## config.mk

```make
export PLATFORM = sky130hd
export DESIGN_NAME = positional_list_store_flat
export DESIGN_NICKNAME = d
export VERILOG_FILES = /design/src/pls_pkg.sv /design/src/pls_if.sv /design/src/pls_ram.sv /design/src/pls_ctrl.sv /design/src/pls_datapath.sv /design/src/positional_list_store.sv /design/src/flat_wrapper.sv
export SDC_FILE = /design/constraint.sdc
export NUM_CORES = 1
export LEC_CHECK = 0
export BUFFER_PORTS_ARGS = -buffer_cell sky130_fd_sc_hd__buf_2
export CAP_MARGIN = 20
export CORE_ASPECT_RATIO = 0.6
export CORE_MARGIN = 5
export CORE_UTILIZATION = 60
export CTS_CLUSTER_SIZE = 40
export DETAILED_ROUTE_END_ITERATION = 7
export GPL_ROUTABILITY_DRIVEN = 1
export PLACE_DENSITY_LB_ADDON = 0.12
export SYNTH_ARGS = -nofsm -noshare
export SYNTH_HDL_FRONTEND = slang
export SYNTH_HIERARCHICAL = 1
export SYNTH_SLANG_ARGS = --single-unit
```

## constraint.sdc

```tcl
create_clock -name clk -period 9.28 [get_ports clk]
set_input_delay 1.392 -clock clk [delete_from_list [all_inputs] [get_ports clk]]
set_output_delay 1.392 -clock clk [all_outputs]
set_load 0.02 [all_outputs]
```

## src/pls_pkg.sv

```systemverilog
`default_nettype none

package pls_pkg;

  localparam int unsigned REQ_W       = 3;
  localparam int unsigned VALUE_W     = 32;
  localparam int unsigned POS_W       = 5;
  localparam int unsigned STATUS_W    = 2;
  localparam int unsigned COUNT_OUT_W = 5;

  localparam logic [REQ_W-1:0] REQ_INS_HEAD = 3'd0;
  localparam logic [REQ_W-1:0] REQ_INS_TAIL = 3'd1;
  localparam logic [REQ_W-1:0] REQ_INS_POS  = 3'd2;
  localparam logic [REQ_W-1:0] REQ_DEL_HEAD = 3'd3;
  localparam logic [REQ_W-1:0] REQ_DEL_TAIL = 3'd4;
  localparam logic [REQ_W-1:0] REQ_DEL_POS  = 3'd5;
  localparam logic [REQ_W-1:0] REQ_DISPLAY  = 3'd6;

  localparam logic [STATUS_W-1:0] ST_OK     = 2'd0;
  localparam logic [STATUS_W-1:0] ST_BADPOS = 2'd1;
  localparam logic [STATUS_W-1:0] ST_EMPTY  = 2'd2;
  localparam logic [STATUS_W-1:0] ST_FULL   = 2'd3;

  localparam logic [1:0] KIND_SINGLE  = 2'd0;
  localparam logic [1:0] KIND_INSERT  = 2'd1;
  localparam logic [1:0] KIND_DELETE  = 2'd2;
  localparam logic [1:0] KIND_DISPLAY = 2'd3;

  typedef struct packed {
    logic load;
    logic decode;
    logic up_step;
    logic dn_step;
    logic place;
    logic count_dec;
    logic emit_single;
    logic disp_emit;
  } pls_cmd_t;

  typedef struct packed {
    logic [1:0] kind;
    logic       ins_more;
    logic       del_more;
    logic       copy_busy;
    logic       out_free;
    logic       disp_last;
  } pls_sts_t;

endpackage

`default_nettype wire

```

## src/pls_if.sv

```systemverilog
`default_nettype none

interface pls_req_if import pls_pkg::*; ();
  logic                      valid;
  logic                      ready;
  logic [REQ_W-1:0]          req_type;
  logic signed [VALUE_W-1:0] value;
  logic [POS_W-1:0]          position;

  modport source (output valid, output req_type, output value, output position, input ready);
  modport sink   (input valid, input req_type, input value, input position, output ready);
endinterface

interface pls_rsp_if import pls_pkg::*; ();
  logic                      valid;
  logic                      ready;
  logic [STATUS_W-1:0]       status;
  logic signed [VALUE_W-1:0] element;
  logic                      element_valid;
  logic [COUNT_OUT_W-1:0]    entry_count;
  logic                      last;

  modport source (output valid, output status, output element, output element_valid,
                  output entry_count, output last, input ready);
  modport sink   (input valid, input status, input element, input element_valid,
                  input entry_count, input last, output ready);
endinterface

`default_nettype wire

```

## src/pls_ram.sv

```systemverilog
`default_nettype none

module pls_ram #(
  parameter int unsigned WIDTH = 32,
  parameter int unsigned DEPTH = 16,
  localparam int unsigned AW = (DEPTH > 1) ? $clog2(DEPTH) : 1
) (
  input  wire logic             clk,
  input  wire logic             we,
  input  wire logic [AW-1:0]    waddr,
  input  wire logic [WIDTH-1:0] wdata,
  input  wire logic             re,
  input  wire logic [AW-1:0]    raddr,
  output logic      [WIDTH-1:0] rdata
);

  logic [WIDTH-1:0] mem [DEPTH];

  always_ff @(posedge clk) begin
    if (we) begin
      mem[waddr] <= wdata;
    end
    if (re) begin
      rdata <= mem[raddr];
    end
  end

endmodule

`default_nettype wire

```

## src/pls_ctrl.sv

```systemverilog
`default_nettype none

module pls_ctrl import pls_pkg::*; (
  input  wire logic     clk,
  input  wire logic     rst,
  input  wire logic     req_valid,
  output logic          req_ready,
  input  wire pls_sts_t sts,
  output pls_cmd_t      cmd
);

  localparam logic [2:0] S_IDLE      = 3'd0;
  localparam logic [2:0] S_DECODE    = 3'd1;
  localparam logic [2:0] S_INS_SHIFT = 3'd2;
  localparam logic [2:0] S_INS_PLACE = 3'd3;
  localparam logic [2:0] S_DEL_SHIFT = 3'd4;
  localparam logic [2:0] S_DEL_DRAIN = 3'd5;
  localparam logic [2:0] S_EMIT      = 3'd6;
  localparam logic [2:0] S_DISP      = 3'd7;

  logic [2:0] state;
  logic [2:0] state_next;

  always_comb begin
    cmd        = '0;
    state_next = state;
    req_ready  = (state == S_IDLE);
    unique case (state)
      S_IDLE: begin
        if (req_valid) begin
          cmd.load   = 1'b1;
          state_next = S_DECODE;
        end
      end
      S_DECODE: begin
        cmd.decode = 1'b1;
        unique case (sts.kind)
          KIND_INSERT:  state_next = S_INS_SHIFT;
          KIND_DELETE:  state_next = S_DEL_SHIFT;
          KIND_DISPLAY: state_next = S_DISP;
          KIND_SINGLE:  state_next = S_EMIT;
        endcase
      end
      S_INS_SHIFT: begin
        if (sts.ins_more) begin
          cmd.up_step = 1'b1;
        end else begin
          state_next = S_INS_PLACE;
        end
      end
      S_INS_PLACE: begin
        if (!sts.copy_busy) begin
          cmd.place  = 1'b1;
          state_next = S_EMIT;
        end
      end
      S_DEL_SHIFT: begin
        if (sts.del_more) begin
          cmd.dn_step = 1'b1;
        end else begin
          state_next = S_DEL_DRAIN;
        end
      end
      S_DEL_DRAIN: begin
        if (!sts.copy_busy) begin
          cmd.count_dec = 1'b1;
          state_next    = S_EMIT;
        end
      end
      S_EMIT: begin
        if (sts.out_free) begin
          cmd.emit_single = 1'b1;
          state_next      = S_IDLE;
        end
      end
      S_DISP: begin
        if (sts.out_free) begin
          cmd.disp_emit = 1'b1;
          if (sts.disp_last) begin
            state_next = S_IDLE;
          end
        end
      end
    endcase
  end

  always_ff @(posedge clk) begin
    if (rst) begin
      state <= S_IDLE;
    end else begin
      state <= state_next;
    end
  end

endmodule

`default_nettype wire

```

## src/pls_datapath.sv

```systemverilog
`default_nettype none

module pls_datapath import pls_pkg::*; #(
  parameter int unsigned CAPACITY   = 16,
  parameter int unsigned DATA_WIDTH = 32
) (
  input  wire logic                      clk,
  input  wire logic                      rst,
  input  wire pls_cmd_t                  cmd,
  output pls_sts_t                       sts,
  input  wire logic [REQ_W-1:0]          req_type,
  input  wire logic signed [VALUE_W-1:0] value,
  input  wire logic [POS_W-1:0]          position,
  input  wire logic                      rsp_ready,
  output logic                           rsp_valid,
  output logic [STATUS_W-1:0]            rsp_status,
  output logic signed [VALUE_W-1:0]      rsp_element,
  output logic                           rsp_element_valid,
  output logic [COUNT_OUT_W-1:0]         rsp_entry_count,
  output logic                           rsp_last
);

  localparam int unsigned AW   = $clog2(CAPACITY);
  localparam int unsigned CW   = $clog2(CAPACITY + 1);
  localparam int unsigned CMPW = ((CW > POS_W) ? CW : POS_W) + 1;

  logic [REQ_W-1:0]      req_type_q;
  logic [VALUE_W-1:0]    value_q;
  logic [POS_W-1:0]      pos_q;
  logic [CW-1:0]         count;
  logic [AW-1:0]         idx_q;
  logic [AW-1:0]         ptr;
  logic [STATUS_W-1:0]   status_q;
  logic                  copy_q;
  logic [AW-1:0]         copy_addr_q;

  logic [1:0]            dec_kind;
  logic [STATUS_W-1:0]   dec_status;
  logic [AW-1:0]         dec_idx;

  logic [CMPW-1:0]       pos_x;
  logic [CMPW-1:0]       cnt_x;
  logic [CMPW-1:0]       pos_m1;
  logic [CW-1:0]         cnt_m1;
  logic [CW-1:0]         ptr_p1;
  logic                  full;
  logic                  empty;
  logic                  pos_ok_ins;
  logic                  pos_ok_del;
  logic                  disp_last;

  logic                  ram_we;
  logic [AW-1:0]         ram_waddr;
  logic [DATA_WIDTH-1:0] ram_wdata;
  logic                  ram_re;
  logic [AW-1:0]         ram_raddr;
  logic [DATA_WIDTH-1:0] ram_rdata;

  logic [DATA_WIDTH+VALUE_W-1:0]  value_ext;
  logic [DATA_WIDTH+VALUE_W-1:0]  rdata_ext;
  logic [CW+COUNT_OUT_W-1:0]      count_ext;

  assign pos_x      = CMPW'(pos_q);
  assign cnt_x      = CMPW'(count);
  assign pos_m1     = pos_x - CMPW'(1);
  assign cnt_m1     = count - CW'(1);
  assign ptr_p1     = CW'(ptr) + CW'(1);
  assign full       = (count == CW'(CAPACITY));
  assign empty      = (count == '0);
  assign pos_ok_ins = (pos_x != '0) && (pos_x <= cnt_x + CMPW'(1));
  assign pos_ok_del = (pos_x != '0) && (pos_x <= cnt_x);
  assign disp_last  = (ptr_p1 == count);

  assign value_ext = {{DATA_WIDTH{1'b0}}, value_q};
  assign rdata_ext = {{VALUE_W{1'b0}}, ram_rdata};
  assign count_ext = {{COUNT_OUT_W{1'b0}}, count};

  always_comb begin
    dec_kind   = KIND_SINGLE;
    dec_status = ST_OK;
    dec_idx    = '0;
    unique case (req_type_q)
      REQ_INS_HEAD: begin
        if (full) begin
          dec_status = ST_FULL;
        end else begin
          dec_kind = KIND_INSERT;
        end
      end
      REQ_INS_TAIL: begin
        if (full) begin
          dec_status = ST_FULL;
        end else begin
          dec_kind = KIND_INSERT;
          dec_idx  = AW'(count);
        end
      end
      REQ_INS_POS: begin
        if (!pos_ok_ins) begin
          dec_status = ST_BADPOS;
        end else if (full) begin
          dec_status = ST_FULL;
        end else begin
          dec_kind = KIND_INSERT;
          dec_idx  = pos_m1[AW-1:0];
        end
      end
      REQ_DEL_HEAD: begin
        if (empty) begin
          dec_status = ST_EMPTY;
        end else begin
          dec_kind = KIND_DELETE;
        end
      end
      REQ_DEL_TAIL: begin
        if (empty) begin
          dec_status = ST_EMPTY;
        end else begin
          dec_kind = KIND_DELETE;
          dec_idx  = AW'(cnt_m1);
        end
      end
      REQ_DEL_POS: begin
        if (!pos_ok_del) begin
          dec_status = ST_BADPOS;
        end else begin
          dec_kind = KIND_DELETE;
          dec_idx  = pos_m1[AW-1:0];
        end
      end
      REQ_DISPLAY: begin
        if (!empty) begin
          dec_kind = KIND_DISPLAY;
        end
      end
      default: begin
        dec_status = ST_BADPOS;
      end
    endcase
  end

  always_comb begin
    sts.kind      = dec_kind;
    sts.ins_more  = (ptr > idx_q);
    sts.del_more  = (ptr_p1 < count);
    sts.copy_busy = copy_q;
    sts.out_free  = !rsp_valid || rsp_ready;
    sts.disp_last = disp_last;
  end

  // pending shift copy takes the write port first
  assign ram_we    = copy_q || cmd.place;
  assign ram_waddr = copy_q ? copy_addr_q : idx_q;
  assign ram_wdata = copy_q ? ram_rdata : value_ext[DATA_WIDTH-1:0];
  assign ram_re    = cmd.decode || cmd.up_step || cmd.dn_step ||
                     (cmd.disp_emit && !disp_last);

  always_comb begin
    priority if (cmd.up_step) begin
      ram_raddr = ptr - AW'(1);
    end else if (cmd.dn_step || cmd.disp_emit) begin
      ram_raddr = ptr + AW'(1);
    end else begin
      ram_raddr = '0;
    end
  end

  pls_ram #(
    .WIDTH (DATA_WIDTH),
    .DEPTH (CAPACITY)
  ) u_store (
    .clk   (clk),
    .we    (ram_we),
    .waddr (ram_waddr),
    .wdata (ram_wdata),
    .re    (ram_re),
    .raddr (ram_raddr),
    .rdata (ram_rdata)
  );

  always_ff @(posedge clk) begin
    if (rst) begin
      count     <= '0;
      copy_q    <= 1'b0;
      rsp_valid <= 1'b0;
    end else begin
      copy_q <= cmd.up_step || cmd.dn_step;
      if (cmd.place) begin
        count <= count + CW'(1);
      end else if (cmd.count_dec) begin
        count <= cnt_m1;
      end
      if (cmd.emit_single || cmd.disp_emit) begin
        rsp_valid <= 1'b1;
      end else if (rsp_ready) begin
        rsp_valid <= 1'b0;
      end
    end
  end

  always_ff @(posedge clk) begin
    if (cmd.load) begin
      req_type_q <= req_type;
      value_q    <= value;
      pos_q      <= position;
    end
    if (cmd.decode) begin
      status_q <= dec_status;
      idx_q    <= dec_idx;
      priority if (dec_kind == KIND_INSERT) begin
        ptr <= AW'(count);
      end else if (dec_kind == KIND_DELETE) begin
        ptr <= dec_idx;
      end else begin
        ptr <= '0;
      end
    end
    if (cmd.up_step) begin
      ptr         <= ptr - AW'(1);
      copy_addr_q <= ptr;
    end
    if (cmd.dn_step) begin
      ptr         <= ptr + AW'(1);
      copy_addr_q <= ptr;
    end
    if (cmd.disp_emit) begin
      ptr <= ptr + AW'(1);
    end
    if (cmd.emit_single) begin
      rsp_status        <= status_q;
      rsp_element       <= '0;
      rsp_element_valid <= 1'b0;
      rsp_entry_count   <= count_ext[COUNT_OUT_W-1:0];
      rsp_last          <= 1'b1;
    end
    if (cmd.disp_emit) begin
      rsp_status        <= ST_OK;
      rsp_element       <= rdata_ext[VALUE_W-1:0];
      rsp_element_valid <= 1'b1;
      rsp_entry_count   <= count_ext[COUNT_OUT_W-1:0];
      rsp_last          <= disp_last;
    end
  end

  a_count_bound: assert property (@(posedge clk) disable iff (rst)
    count <= CW'(CAPACITY))
    else $error("entry count above capacity");

  a_place_no_copy: assert property (@(posedge clk) disable iff (rst)
    cmd.place |-> !copy_q)
    else $error("value write collides with shift copy");

  a_place_not_full: assert property (@(posedge clk) disable iff (rst)
    cmd.place |-> !full)
    else $error("insert into full store");

  a_disp_in_range: assert property (@(posedge clk) disable iff (rst)
    cmd.disp_emit |-> (CW'(ptr) < count))
    else $error("display reads beyond stored entries");

endmodule

`default_nettype wire

```

## src/positional_list_store.sv

```systemverilog
`default_nettype none

// channel  dir  handshake      payload
// req      in   valid/ready    req_type, value, position
// rsp      out  valid/ready    status, element, element_valid, entry_count, last
//
// An item is taken only while the controller is idle; the result register lets
// the next item in while the previous result still waits.
// Insert: decode, shift loop, place, emit. Delete: decode, shift loop, drain, emit.
// Others: decode, emit. Display: decode, then one entry a cycle unless rsp stalls.
// The next item can be taken in the cycle after the final result is loaded.
// The shift loop copies one entry a cycle through the store's single write port.
// Reset clears the count and the control state; stored entries are not cleared.
// Back-pressure on rsp holds the controller in its emit or display state.

module positional_list_store import pls_pkg::*; #(
  parameter int unsigned CAPACITY   = 16,
  parameter int unsigned DATA_WIDTH = 32
) (
  input  wire logic  clk,
  input  wire logic  rst,
  pls_req_if.sink    req,
  pls_rsp_if.source  rsp
);

  pls_cmd_t cmd;
  pls_sts_t sts;

  pls_ctrl u_ctrl (
    .clk       (clk),
    .rst       (rst),
    .req_valid (req.valid),
    .req_ready (req.ready),
    .sts       (sts),
    .cmd       (cmd)
  );

  pls_datapath #(
    .CAPACITY   (CAPACITY),
    .DATA_WIDTH (DATA_WIDTH)
  ) u_datapath (
    .clk               (clk),
    .rst               (rst),
    .cmd               (cmd),
    .sts               (sts),
    .req_type          (req.req_type),
    .value             (req.value),
    .position          (req.position),
    .rsp_ready         (rsp.ready),
    .rsp_valid         (rsp.valid),
    .rsp_status        (rsp.status),
    .rsp_element       (rsp.element),
    .rsp_element_valid (rsp.element_valid),
    .rsp_entry_count   (rsp.entry_count),
    .rsp_last          (rsp.last)
  );

endmodule

`default_nettype wire

```

## src/flat_wrapper.sv

```systemverilog
// flat-port wrapper written by rule: the top's interface ports become plain ports
module positional_list_store_flat import pls_pkg::*;
#(
  parameter int unsigned CAPACITY   = 16,
  parameter int unsigned DATA_WIDTH = 32
)
  (clk, rst, req_valid, req_req_type, req_value, req_position, req_ready, rsp_valid, rsp_status, rsp_element, rsp_element_valid, rsp_entry_count, rsp_last, rsp_ready);
  pls_req_if req_i ();
  pls_rsp_if rsp_i ();
  input  wire logic clk;
  input  wire logic rst;
  input wire logic [$bits(req_i.valid)-1:0] req_valid;
  input wire logic [$bits(req_i.req_type)-1:0] req_req_type;
  input wire logic [$bits(req_i.value)-1:0] req_value;
  input wire logic [$bits(req_i.position)-1:0] req_position;
  output wire logic [$bits(req_i.ready)-1:0] req_ready;
  output wire logic [$bits(rsp_i.valid)-1:0] rsp_valid;
  output wire logic [$bits(rsp_i.status)-1:0] rsp_status;
  output wire logic [$bits(rsp_i.element)-1:0] rsp_element;
  output wire logic [$bits(rsp_i.element_valid)-1:0] rsp_element_valid;
  output wire logic [$bits(rsp_i.entry_count)-1:0] rsp_entry_count;
  output wire logic [$bits(rsp_i.last)-1:0] rsp_last;
  input wire logic [$bits(rsp_i.ready)-1:0] rsp_ready;
  assign req_i.valid = req_valid;
  assign req_i.req_type = req_req_type;
  assign req_i.value = req_value;
  assign req_i.position = req_position;
  assign req_ready = req_i.ready;
  assign rsp_valid = rsp_i.valid;
  assign rsp_status = rsp_i.status;
  assign rsp_element = rsp_i.element;
  assign rsp_element_valid = rsp_i.element_valid;
  assign rsp_entry_count = rsp_i.entry_count;
  assign rsp_last = rsp_i.last;
  assign rsp_i.ready = rsp_ready;
  positional_list_store #(.CAPACITY(CAPACITY), .DATA_WIDTH(DATA_WIDTH)) u_core (.clk(clk), .rst(rst), .req(req_i), .rsp(rsp_i));
endmodule
```

**After elaboration in Yosys (flattened, before gate mapping)**

Memories as Yosys holds them, arrays and structs flattened. A register that Yosys moved wholly into a read port is not among the register bits.
Index checks and enable logic that the tools add are counted.

- Register bits: 105
- Bits in latches: 0
- Memory bits (writable): 512
- Memory bits (read-only): 0
- Bits of input ports: 44
- Output and inout port bits: 43
- Word-level logic and storage cells: 143
- Memories: 1

- $add $sub $neg: 7
- $mul: 0
- Div/mod/pow operators: 0
- $lt $le $gt $ge: 4
- Eq/ne operators: 25
- Shift-type cells: 0
- Mux-type cells: 63
- Bitwise gates (word level): 0
- Reductions and logical operators: 27

Memories:

| memory | words | bits a word | rd ports | clocked after memory_dff | write ports | line | RTL |
|---|---|---|---|---|---|---|---|
| u_core.u_datapath.u_store.mem | 16 | 32 | 1 | 1 | 1 | pls_ram.sv:17 | `logic [WIDTH-1:0] mem [DEPTH];` |

Operators with widths:

| operator | number |
|---|---|
| 32-bit two-way mux | 3 |
| 4-bit two-way mux | 16 |
| 3-bit == test, second input constant | 7 |
| 1-bit two-way mux | 21 |
| 3-bit two-way mux | 7 |
| 3-bit case mux with 7 select lines | 1 |
| 5-bit two-way mux | 4 |
| 2-bit case mux with 5 select lines | 2 |
| 4-bit case mux with 4 select lines | 1 |
| 2-bit two-way mux | 7 |
| 3-bit by 2-bit == test with 1-bit output, second input constant | 4 |
| 3-bit case mux with 4 select lines | 1 |
| 2-bit inequality test, second input constant | 5 |
| 1-bit logical OR | 8 |
| 2-bit nonzero test | 4 |
| 4-bit by 1-bit subtractor with 4-bit output, second input constant | 2 |
| 7-bit AND reduction | 1 |
| 5-bit by 1-bit adder with 6-bit output, second input constant | 1 |
| 3-bit by 1-bit == test with 1-bit output, second input constant | 2 |
| 5-bit by 6-bit <= comparator with 1-bit output | 1 |
| 3-bit logical NOT | 2 |
| 6-bit nonzero test | 1 |
| 2-bit OR reduction | 3 |
| 4-bit by 1-bit adder with 5-bit output, second input constant | 1 |
| other kinds (16) | 21 |

**Depth between registers and ports, before layout**

Gate-level depths: netlist of the first run.

- Word-level depth: 12
- Gate-level depth with buffers: 21
- Mapped depth without buffers: 18

**Modules after synthesis**

The synthesis of the first run kept the hierarchy.

Modules (own cells, without submodules):

| module | instances | cells each | area an instance (um^2) | seq. area each (um^2) |
|---|---|---|---|---|
| pls_ram | 1 | 838 | 20,155.6 | 16,335.7 |
| pls_datapath | 1 | 417 | 5,161.2 | 2,962.8 |
| pls_ctrl | 1 | 39 | 290.3 | 60.1 |

**Least setup slack after synthesis of the first run**

Ideal clock, no wire load.

- Path type: reg-to-reg
- Start point: register u_core.u_ctrl.state[2]
- End point: memory u_core.u_datapath.u_store.mem[0][0], enable pin
- Setup time: 0.461 ns
- Arrival time: 4.010 ns
- Required time: 8.819 ns
- Path slack: 4.809 ns
- Stages on the path, launching flop included: 8
- Path buffers: 2
- Period minus slack after synthesis: 4.471 ns
- Path through: dfxtp_1 -> buf_4 -> or2b_1 -> nor3b_1 -> clkbuf_1 -> or2_2 -> or3b_2 -> nor3_1

RTL lines:

| element | line | RTL |
|---|---|---|
| start: declaration | pls_ctrl.sv:21 | `logic [2:0] state;` |
| start signal: assignment | pls_ctrl.sv:91 | `state <= state_next;` |
| end: declaration | pls_ram.sv:17 |  |

==> run metrics, run 1 <==
antenna cells=0; crit end category=flop; vias in the first global route=approximately 13k; final setup vio count=0; flop-to-flop setup slack=about 3.4 ns; Synth Area per Inst=~20 um^2; Finished Core Util=67.97%; layout cells sized above 1=a little over a quarter; Top Ports=between 80 and 90; placed cell area=about 27000 um^2; Detailed Place HPWL=just under 30000 um; Hold WS=0.4702 ns; area share of fa/ha/maj cells after synthesis=roughly 1.2%; fin nets=between 1k and 1.5k; GR Overflow Total=0; Unique masters post-synth=between 60 and 70; CTS root buffer=clkbuf_16; post-CTS setup buffers=0; number of synthesized flops with an enable pin=between 600 and 700; drt total wl=between 50000 and 60000 um; Clock H-tree levels=2; register area share after synthesis=between 70 and 80%; Num CTS Buffers=57; WHS Endpoint=u_core/u_datapath/rsp_element_valid; vias per cell=between 6 and 7; Slew headroom=approximately a quarter; drt first pass iters=6; All-Layer GR Usage=about a quarter; most common cell after layout, fill and taps aside=edfxtp_1; simple-gate share of the synthesized area=4.290%; Fillers=2649; clock transition at the registers of the reported paths=0.06 ns; detailed router's first-iteration violation count=1569; #FFs+latches synth=649; first-pass GRT wire length=83210 um; Least-Margin Pin Slew=between 1 and 1.5 ns; final setup TNS=0 ns; Die Area=roughly 47000 um^2; starting density of the core=60.94%; Max VDD drop=204.1 uV; Area Growth Syn to Fin=11.53%; Hold Path Stages=1; initial antenna violation count=0; core area=about 42000 um^2; RR Startpoint=u_core/u_datapath/ptr[0]; # DRC=0; Final Hold Viols=0; cell count after synthesis=1294; post-synthesis xor/xnor area fraction=0.5130%; Min-Delay Startpoint=u_core/u_datapath/rsp_element_valid; P per Cell Area=slightly below 300 nW/um^2; clk sink count=around 650; pin count of the biggest net entering global routing=96; RSZ-0062 raised after global routing=no; wire length per cell=between 20 and 30 um; Post-CTS Resized=0; Die Ht=about 170 um; largest family of logic cells by synthesized area=multiplexers; RD Place Congestion=approximately 0.87; via count=12.81k; Slew Limit Fails=0; Crit Path Class=reg -> reg; Worst EP required=roughly 9.6 ns; Synth warnings=6; Hold Path Class=reg -> reg; CP startpoint kind=flop; Rows=58; CTS tree=yes; Hold Buf Count CTS=0; Most used DFF post-synth=edfxtp_1; Die W=around 280 um; R2R depth=16; Syn Nets=between 1k and 1.5k; clk buf depth=3; Synth Area in Compound Gates=a little under 4%; CP arrival=between 6 and 7 ns; FF-to-FF End=u_core/u_datapath/u_store/rdata[8]; max cap viols=0; P_leak=roughly 9 nW; Worst-Skew Late Latency=about 0.6 ns; status=finished clean; Setup Skew=roughly 0.021 ns; Critical Path Start=u_core/u_datapath/ptr[0]; critical path peak fanout=62; mux cell area share after synthesis=around an eighth; Final Cycle Share=63.25%; FFs w/ async S/R, synth=0%; Synth Cell Area=about 26000 um^2; FMAX=between 0.15 and 0.2 GHz; most frequent cells in the layout=636 x edfxtp_1, 128 x mux4_2, 86 x buf_2, 67 x nand2_1, 67 x a22oi_1; final instance area=~29000 um^2; Tmin final=slightly below 6 ns; Routed Antenna Nets=0; number of port buffers=between 80 and 90
cells in the mapped netlist, types with 2 or more instances:
cell | number | area share, %
o21bai_1 | 2 | 0.059
a221oi_1 | 3 | 0.10
a31oi_1 | 2 | 0.049
xnor2_1 | 12 | 0.41
buf_2 | 10 | 0.20
a21oi_1 | 16 | 0.31
buf_1 | 12 | 0.18
mux4_2 | 128 | 11
o21ai_0 | 20 | 0.39
a22oi_2 | 2 | 0.098
nor3_1 | 12 | 0.23
inv_1 | 20 | 0.29
dfxtp_1 | 13 | 1.0
mux2_2 | 34 | 1.5
a211oi_1 | 4 | 0.12
buf_4 | 12 | 0.35
o31ai_2 | 2 | 0.098
nor2_1 | 41 | 0.60
o32ai_1 | 2 | 0.068
nor3b_1 | 5 | 0.15
and2_1 | 35 | 0.86
edfxtp_1 | 636 | 75
or2_2 | 6 | 0.15
o2bb2ai_1 | 2 | 0.068
nand2_1 | 68 | 1.0
ha_1 | 25 | 1.2
mux2i_1 | 4 | 0.16
nand4_1 | 3 | 0.073
a22oi_1 | 67 | 2.0
o221ai_1 | 7 | 0.24
nand3_1 | 10 | 0.20
nor2b_1 | 7 | 0.17
clkbuf_1 | 31 | 0.45
nand3b_1 | 4 | 0.12
xor2_1 | 3 | 0.10
nand2b_1 | 6 | 0.15
metal layers:
| layer | track usage [%] | share of wire (%) |
|---|---|---|
| met2 | 35.16 | 44 |
| met1 | 38.17 | 45 |
| met3 | 5.265 | 9.5 |
| met4 | 3.778 | 1.3 |
| met5 | 0 | 0 |
per-stage QoR:
stage	setup WS (ns)	power, mW	instances
finish	3.410	8.261	2013
global route	3.034	8.640	2013
CTS	3.457	8.311	2012
detailed placement	3.461	6.098	1912
global placement	3.696	6.038	1912
floorplan	4.809	5.426	1294
critical path, stage by stage (launching register included):
cell      delay, ns
edfxtp_1       0.67
inv_1          0.15
ha_1           0.42
ha_1           0.33
nor2b_1        0.14
o21a_1         0.16
o21ai_0        0.15
nand2b_1       0.07
a21oi_1        0.17
nor4bb_2       0.60
nor2_1         0.30
nor2_1         0.27
mux2_4         0.82
buf_4          0.54
mux4_2         0.37
a22oi_1        0.28
nand2_1        0.12
power breakdown:
part | leakage, nW | switching [mW] | internal, mW
Sequential | 5.82 | 0.168 | 3.80
Combinational | 2.32 | 1.30 | 0.768
Clock | 0.835 | 0.998 | 1.22
layout make-up:
| class | count | area [um^2] | share of cell area, % |
|---|---|---|---|
| Clock buffer | 72 | 1504 | 5.266 |
| Clock inverter | 28 | 224.0 | 0.7842 |
| Timing Repair Buffer | 116 | 680.7 | 2.383 |
| Tap cell | 570 | 713.2 | 2.497 |
| Inverter | 20 | 75.07 | 0.2629 |
| Multi-Input combinational cell | 558 | 6002 | 21.02 |
| Sequential cell | 649 | 19360 | 67.79 |
registers in the layout, summed over array words and instances, names as in the netlist, 3 cells and up:
signal,cells
u_core/u_datapath/u_store/mem,512
u_core/u_datapath/rsp_element,32
u_core/u_datapath/u_store/rdata,32
u_core/u_datapath/value_q,32
u_core/u_datapath/count,5
u_core/u_datapath/pos_q,5
u_core/u_datapath/rsp_entry_count,5
u_core/u_datapath/copy_addr_q,4
u_core/u_datapath/idx_q,4
u_core/u_datapath/ptr,4
u_core/u_ctrl/state,3
u_core/u_datapath/req_type_q,3
logic make-up after synthesis:
| family | Yosys count |
|---|---|
| DFF | 649 |
| and+or+nand+nor | 213 |
| muxes | 166 |
| AOI/OAI and AO/OA | 139 |
| buffers and inverters | 87 |
| adders and majority gates | 25 |
| xor gates and xnor gates | 15 |
worst max path at each step:
stage	to	slack, ns	depth (start not counted)
finish	u_core/u_datapath/u_store/rdata[8]	3.41	16
global route	u_core/u_datapath/u_store/rdata[8]	3.03	17
CTS	u_core/u_datapath/u_store/rdata[6]	3.46	17
detailed placement	u_core/u_datapath/u_store/rdata[6]	3.46	17
global placement	u_core/u_datapath/u_store/rdata[6]	3.70	17
floorplan	u_core/u_datapath/u_store/mem[0][0]	4.81	7
Note: power is estimated with default switching activity, not from simulation.
==> run 2, diff against run 1 <==
CORE_UTILIZATION = 56   (was 60)
clock period = 5.1 ns   (was 9.28 ns; I/O delays follow)
==> run 2 against run 1 <==
Compared with the run above:
- via count is 1.8% higher
- worst setup slack worse by 2.9 ns
- sequential cell count is the same
- largest power group unchanged
- power rose by 88%
==> run metrics, run 2 (synthesis gave the netlist of run 1 again) <==
antenna cells=0; flop-to-flop setup slack=about 0.49 ns; fin nets=1495; core area=roughly 45000 um^2; Detailed Place HPWL=32970 um; Worst EP required=5.45 ns; Tmin final=approximately 4.6 ns; WHS Endpoint=u_core/u_datapath/pos_q[2]; Flop pwr share=46.7%; RR Startpoint=u_core/u_datapath/ptr[1]; clk sink count=between 600 and 700; P per Cell Area=between 500 and 600 nW/um^2; starting density of the core=approximately 57%; Tot Pwr=around 15 mW; final setup TNS=0 ns; FF-to-FF End=u_core/u_datapath/u_store/rdata[22]; Top Ports=a little under 90; vias in the first global route=roughly 13k; most flop-heavy register=u_core/u_datapath/u_store/mem; clk buf depth=3; Final Hold Viols=0; FMAX=0.2169 GHz; switch share=between 20 and 30%; Least-Margin Pin Slew=slightly below 1 ns; first-pass GRT wire length=86620 um; most frequent cells in the layout=636 x edfxtp_1, 128 x mux4_2, 86 x buf_2, 67 x nand2_1, 67 x a22oi_1; clock transition at the registers of the reported paths=roughly 0.07 ns; crit-path max cell delay=slightly above 0.6 ns; Finished Core Util=roughly 65%; Setup Skew=around 0.015 ns; Min-Delay Startpoint=req_position[2]; Logic pwr share=around a quarter; vias per cell=6.326; CTS root buffer=clkbuf_16; Hold Path Class=in -> reg; CTS tree=yes; crit end category=flop; Area Growth Syn to Fin=13.46%; most common cell after layout, fill and taps aside=edfxtp_1; Slew headroom=about a third; final setup vio count=0; R2R depth=19; drt total wl=around 58000 um; P_leak=9.195 nW; critical path cell sequence=inv_1 > ha_1 > ha_1 > nor2b_1 > o21a_1 > o21ai_0 > nand2b_1 > a21oi_1 > nor4bb_2 > nor2_1 > nor2_1 > nand3_1 > o21ai_0 > a22oi_1 > o21ai_1 > nor2_4 > buf_4 > a22oi_1 > nand2_1; initial antenna violation count=1; detailed router's first-iteration violation count=1460; Final Cycle Share=90.40%; Hold Buf Count CTS=0; RSZ-0062 raised after global routing=no; number of port buffers=86; wire length per cell=approximately 28 um; max reg flops=between 500 and 600; Hold Path Stages=1; RD Place Congestion=between 0.8 and 0.9; Clock power frac=approximately 28%; Psw=4.623 mW; via count=approximately 13k; slowest CP cell=edfxtp_1; Slew Limit Fails=0; CP arrival=between 4 and 5 ns; pin count of the biggest net entering global routing=54; Routed Antenna Nets=0; Clock H-tree levels=2; Worst-Skew Late Latency=~0.6 ns; GR Overflow Total=0; Die W=roughly 290 um; drt first pass iters=7; internal power=between 10 and 15 mW; Rows=60; CP startpoint kind=flop; critical path peak fanout=21; All-Layer GR Usage=23.29%; Max VDD drop=331.7 uV; status=finished clean; layout cells sized above 1=between 20 and 30%; Die Area=approximately 50000 um^2; Crit Path Class=reg -> reg; # DRC=0; Num CTS Buffers=56; Die Ht=175.6 um; max cap viols=0
run 2: final cells by class:
cell class / instances / area [um^2]
clock buffer: 71 / 1479
clock inverter: 34 / 380.4
fill: 3035 / 15990
inverter: 20 / 75.07
multi-input combinational: 558 / 6003
sequential: 649 / 19360
tap: 589 / 737.0
timing repair buffer: 141 / 1018
run 2: how the worst max path moves through the flow:
stage	start	end	slack, ns
6_report	u_core/u_datapath/ptr[1]	u_core/u_datapath/u_store/rdata[22]	0.49
5_1_grt	u_core/u_datapath/ptr[1]	u_core/u_datapath/u_store/rdata[22]	0.11
4_1_cts	u_core/u_datapath/ptr[1]	u_core/u_datapath/u_store/rdata[22]	0.42
3_5_place_dp	u_core/u_datapath/ptr[1]	u_core/u_datapath/u_store/rdata[22]	0.44
3_3_place_gp	u_core/u_datapath/ptr[1]	u_core/u_datapath/u_store/rdata[16]	0.57
2_1_floorplan	u_core/u_ctrl/state[2]	u_core/u_datapath/u_store/mem[0][0]	0.63
run 2: power groups by stage:
stage	combinational (mW)	clock [mW]	sequential (mW)
3_5_place_dp	3.94	0	7.34
4_1_cts	3.96	4.38	7.24
2_1_floorplan	2.66	0	7.21
5_1_grt	4.29	4.63	7.28
6_report	3.96	4.30	7.23
3_3_place_gp	3.89	0	7.34
run 2: critical path: cells and delay by family (launching register included):
kind,cells,cell delay (ns)
buffers and inverters,2,0.40
adder cells (fa/ha/maj),2,0.70
flip-flops,1,0.62
AND/OR/NAND/NOR,8,1.36
AO/OA/AOI/OAI,7,1.25
run 2: metal layers:
metal  vias up  share of wire, %  global-route usage [%]
met5         -                 0                       0
met4         0               1.0                   3.209
met3        63               8.4                   4.254
met2       551                45                   34.42
met1      6894                46                   37.85
li1       5536                 -                       -
run 2: stage by stage:
stage                     setup WS, ns  cells  hold slack, ns  instance area (um^2)
after floorplan                 0.6288   1294          0.4029                 25610
after global placement          0.5689   1956          0.4322                 27170
after detailed placement        0.4420   1956          0.4388                 27170
after CTS                       0.4215   2061          0.3127                 29030
after global routing            0.1121   2062          0.3152                 29050
final                           0.4895   2062          0.3422                 29050
run 2: repair_timing:
action,in CTS,in global routing
gates resized for setup,0,1
setup buffers,0,0
setup endpoints to repair,0,7
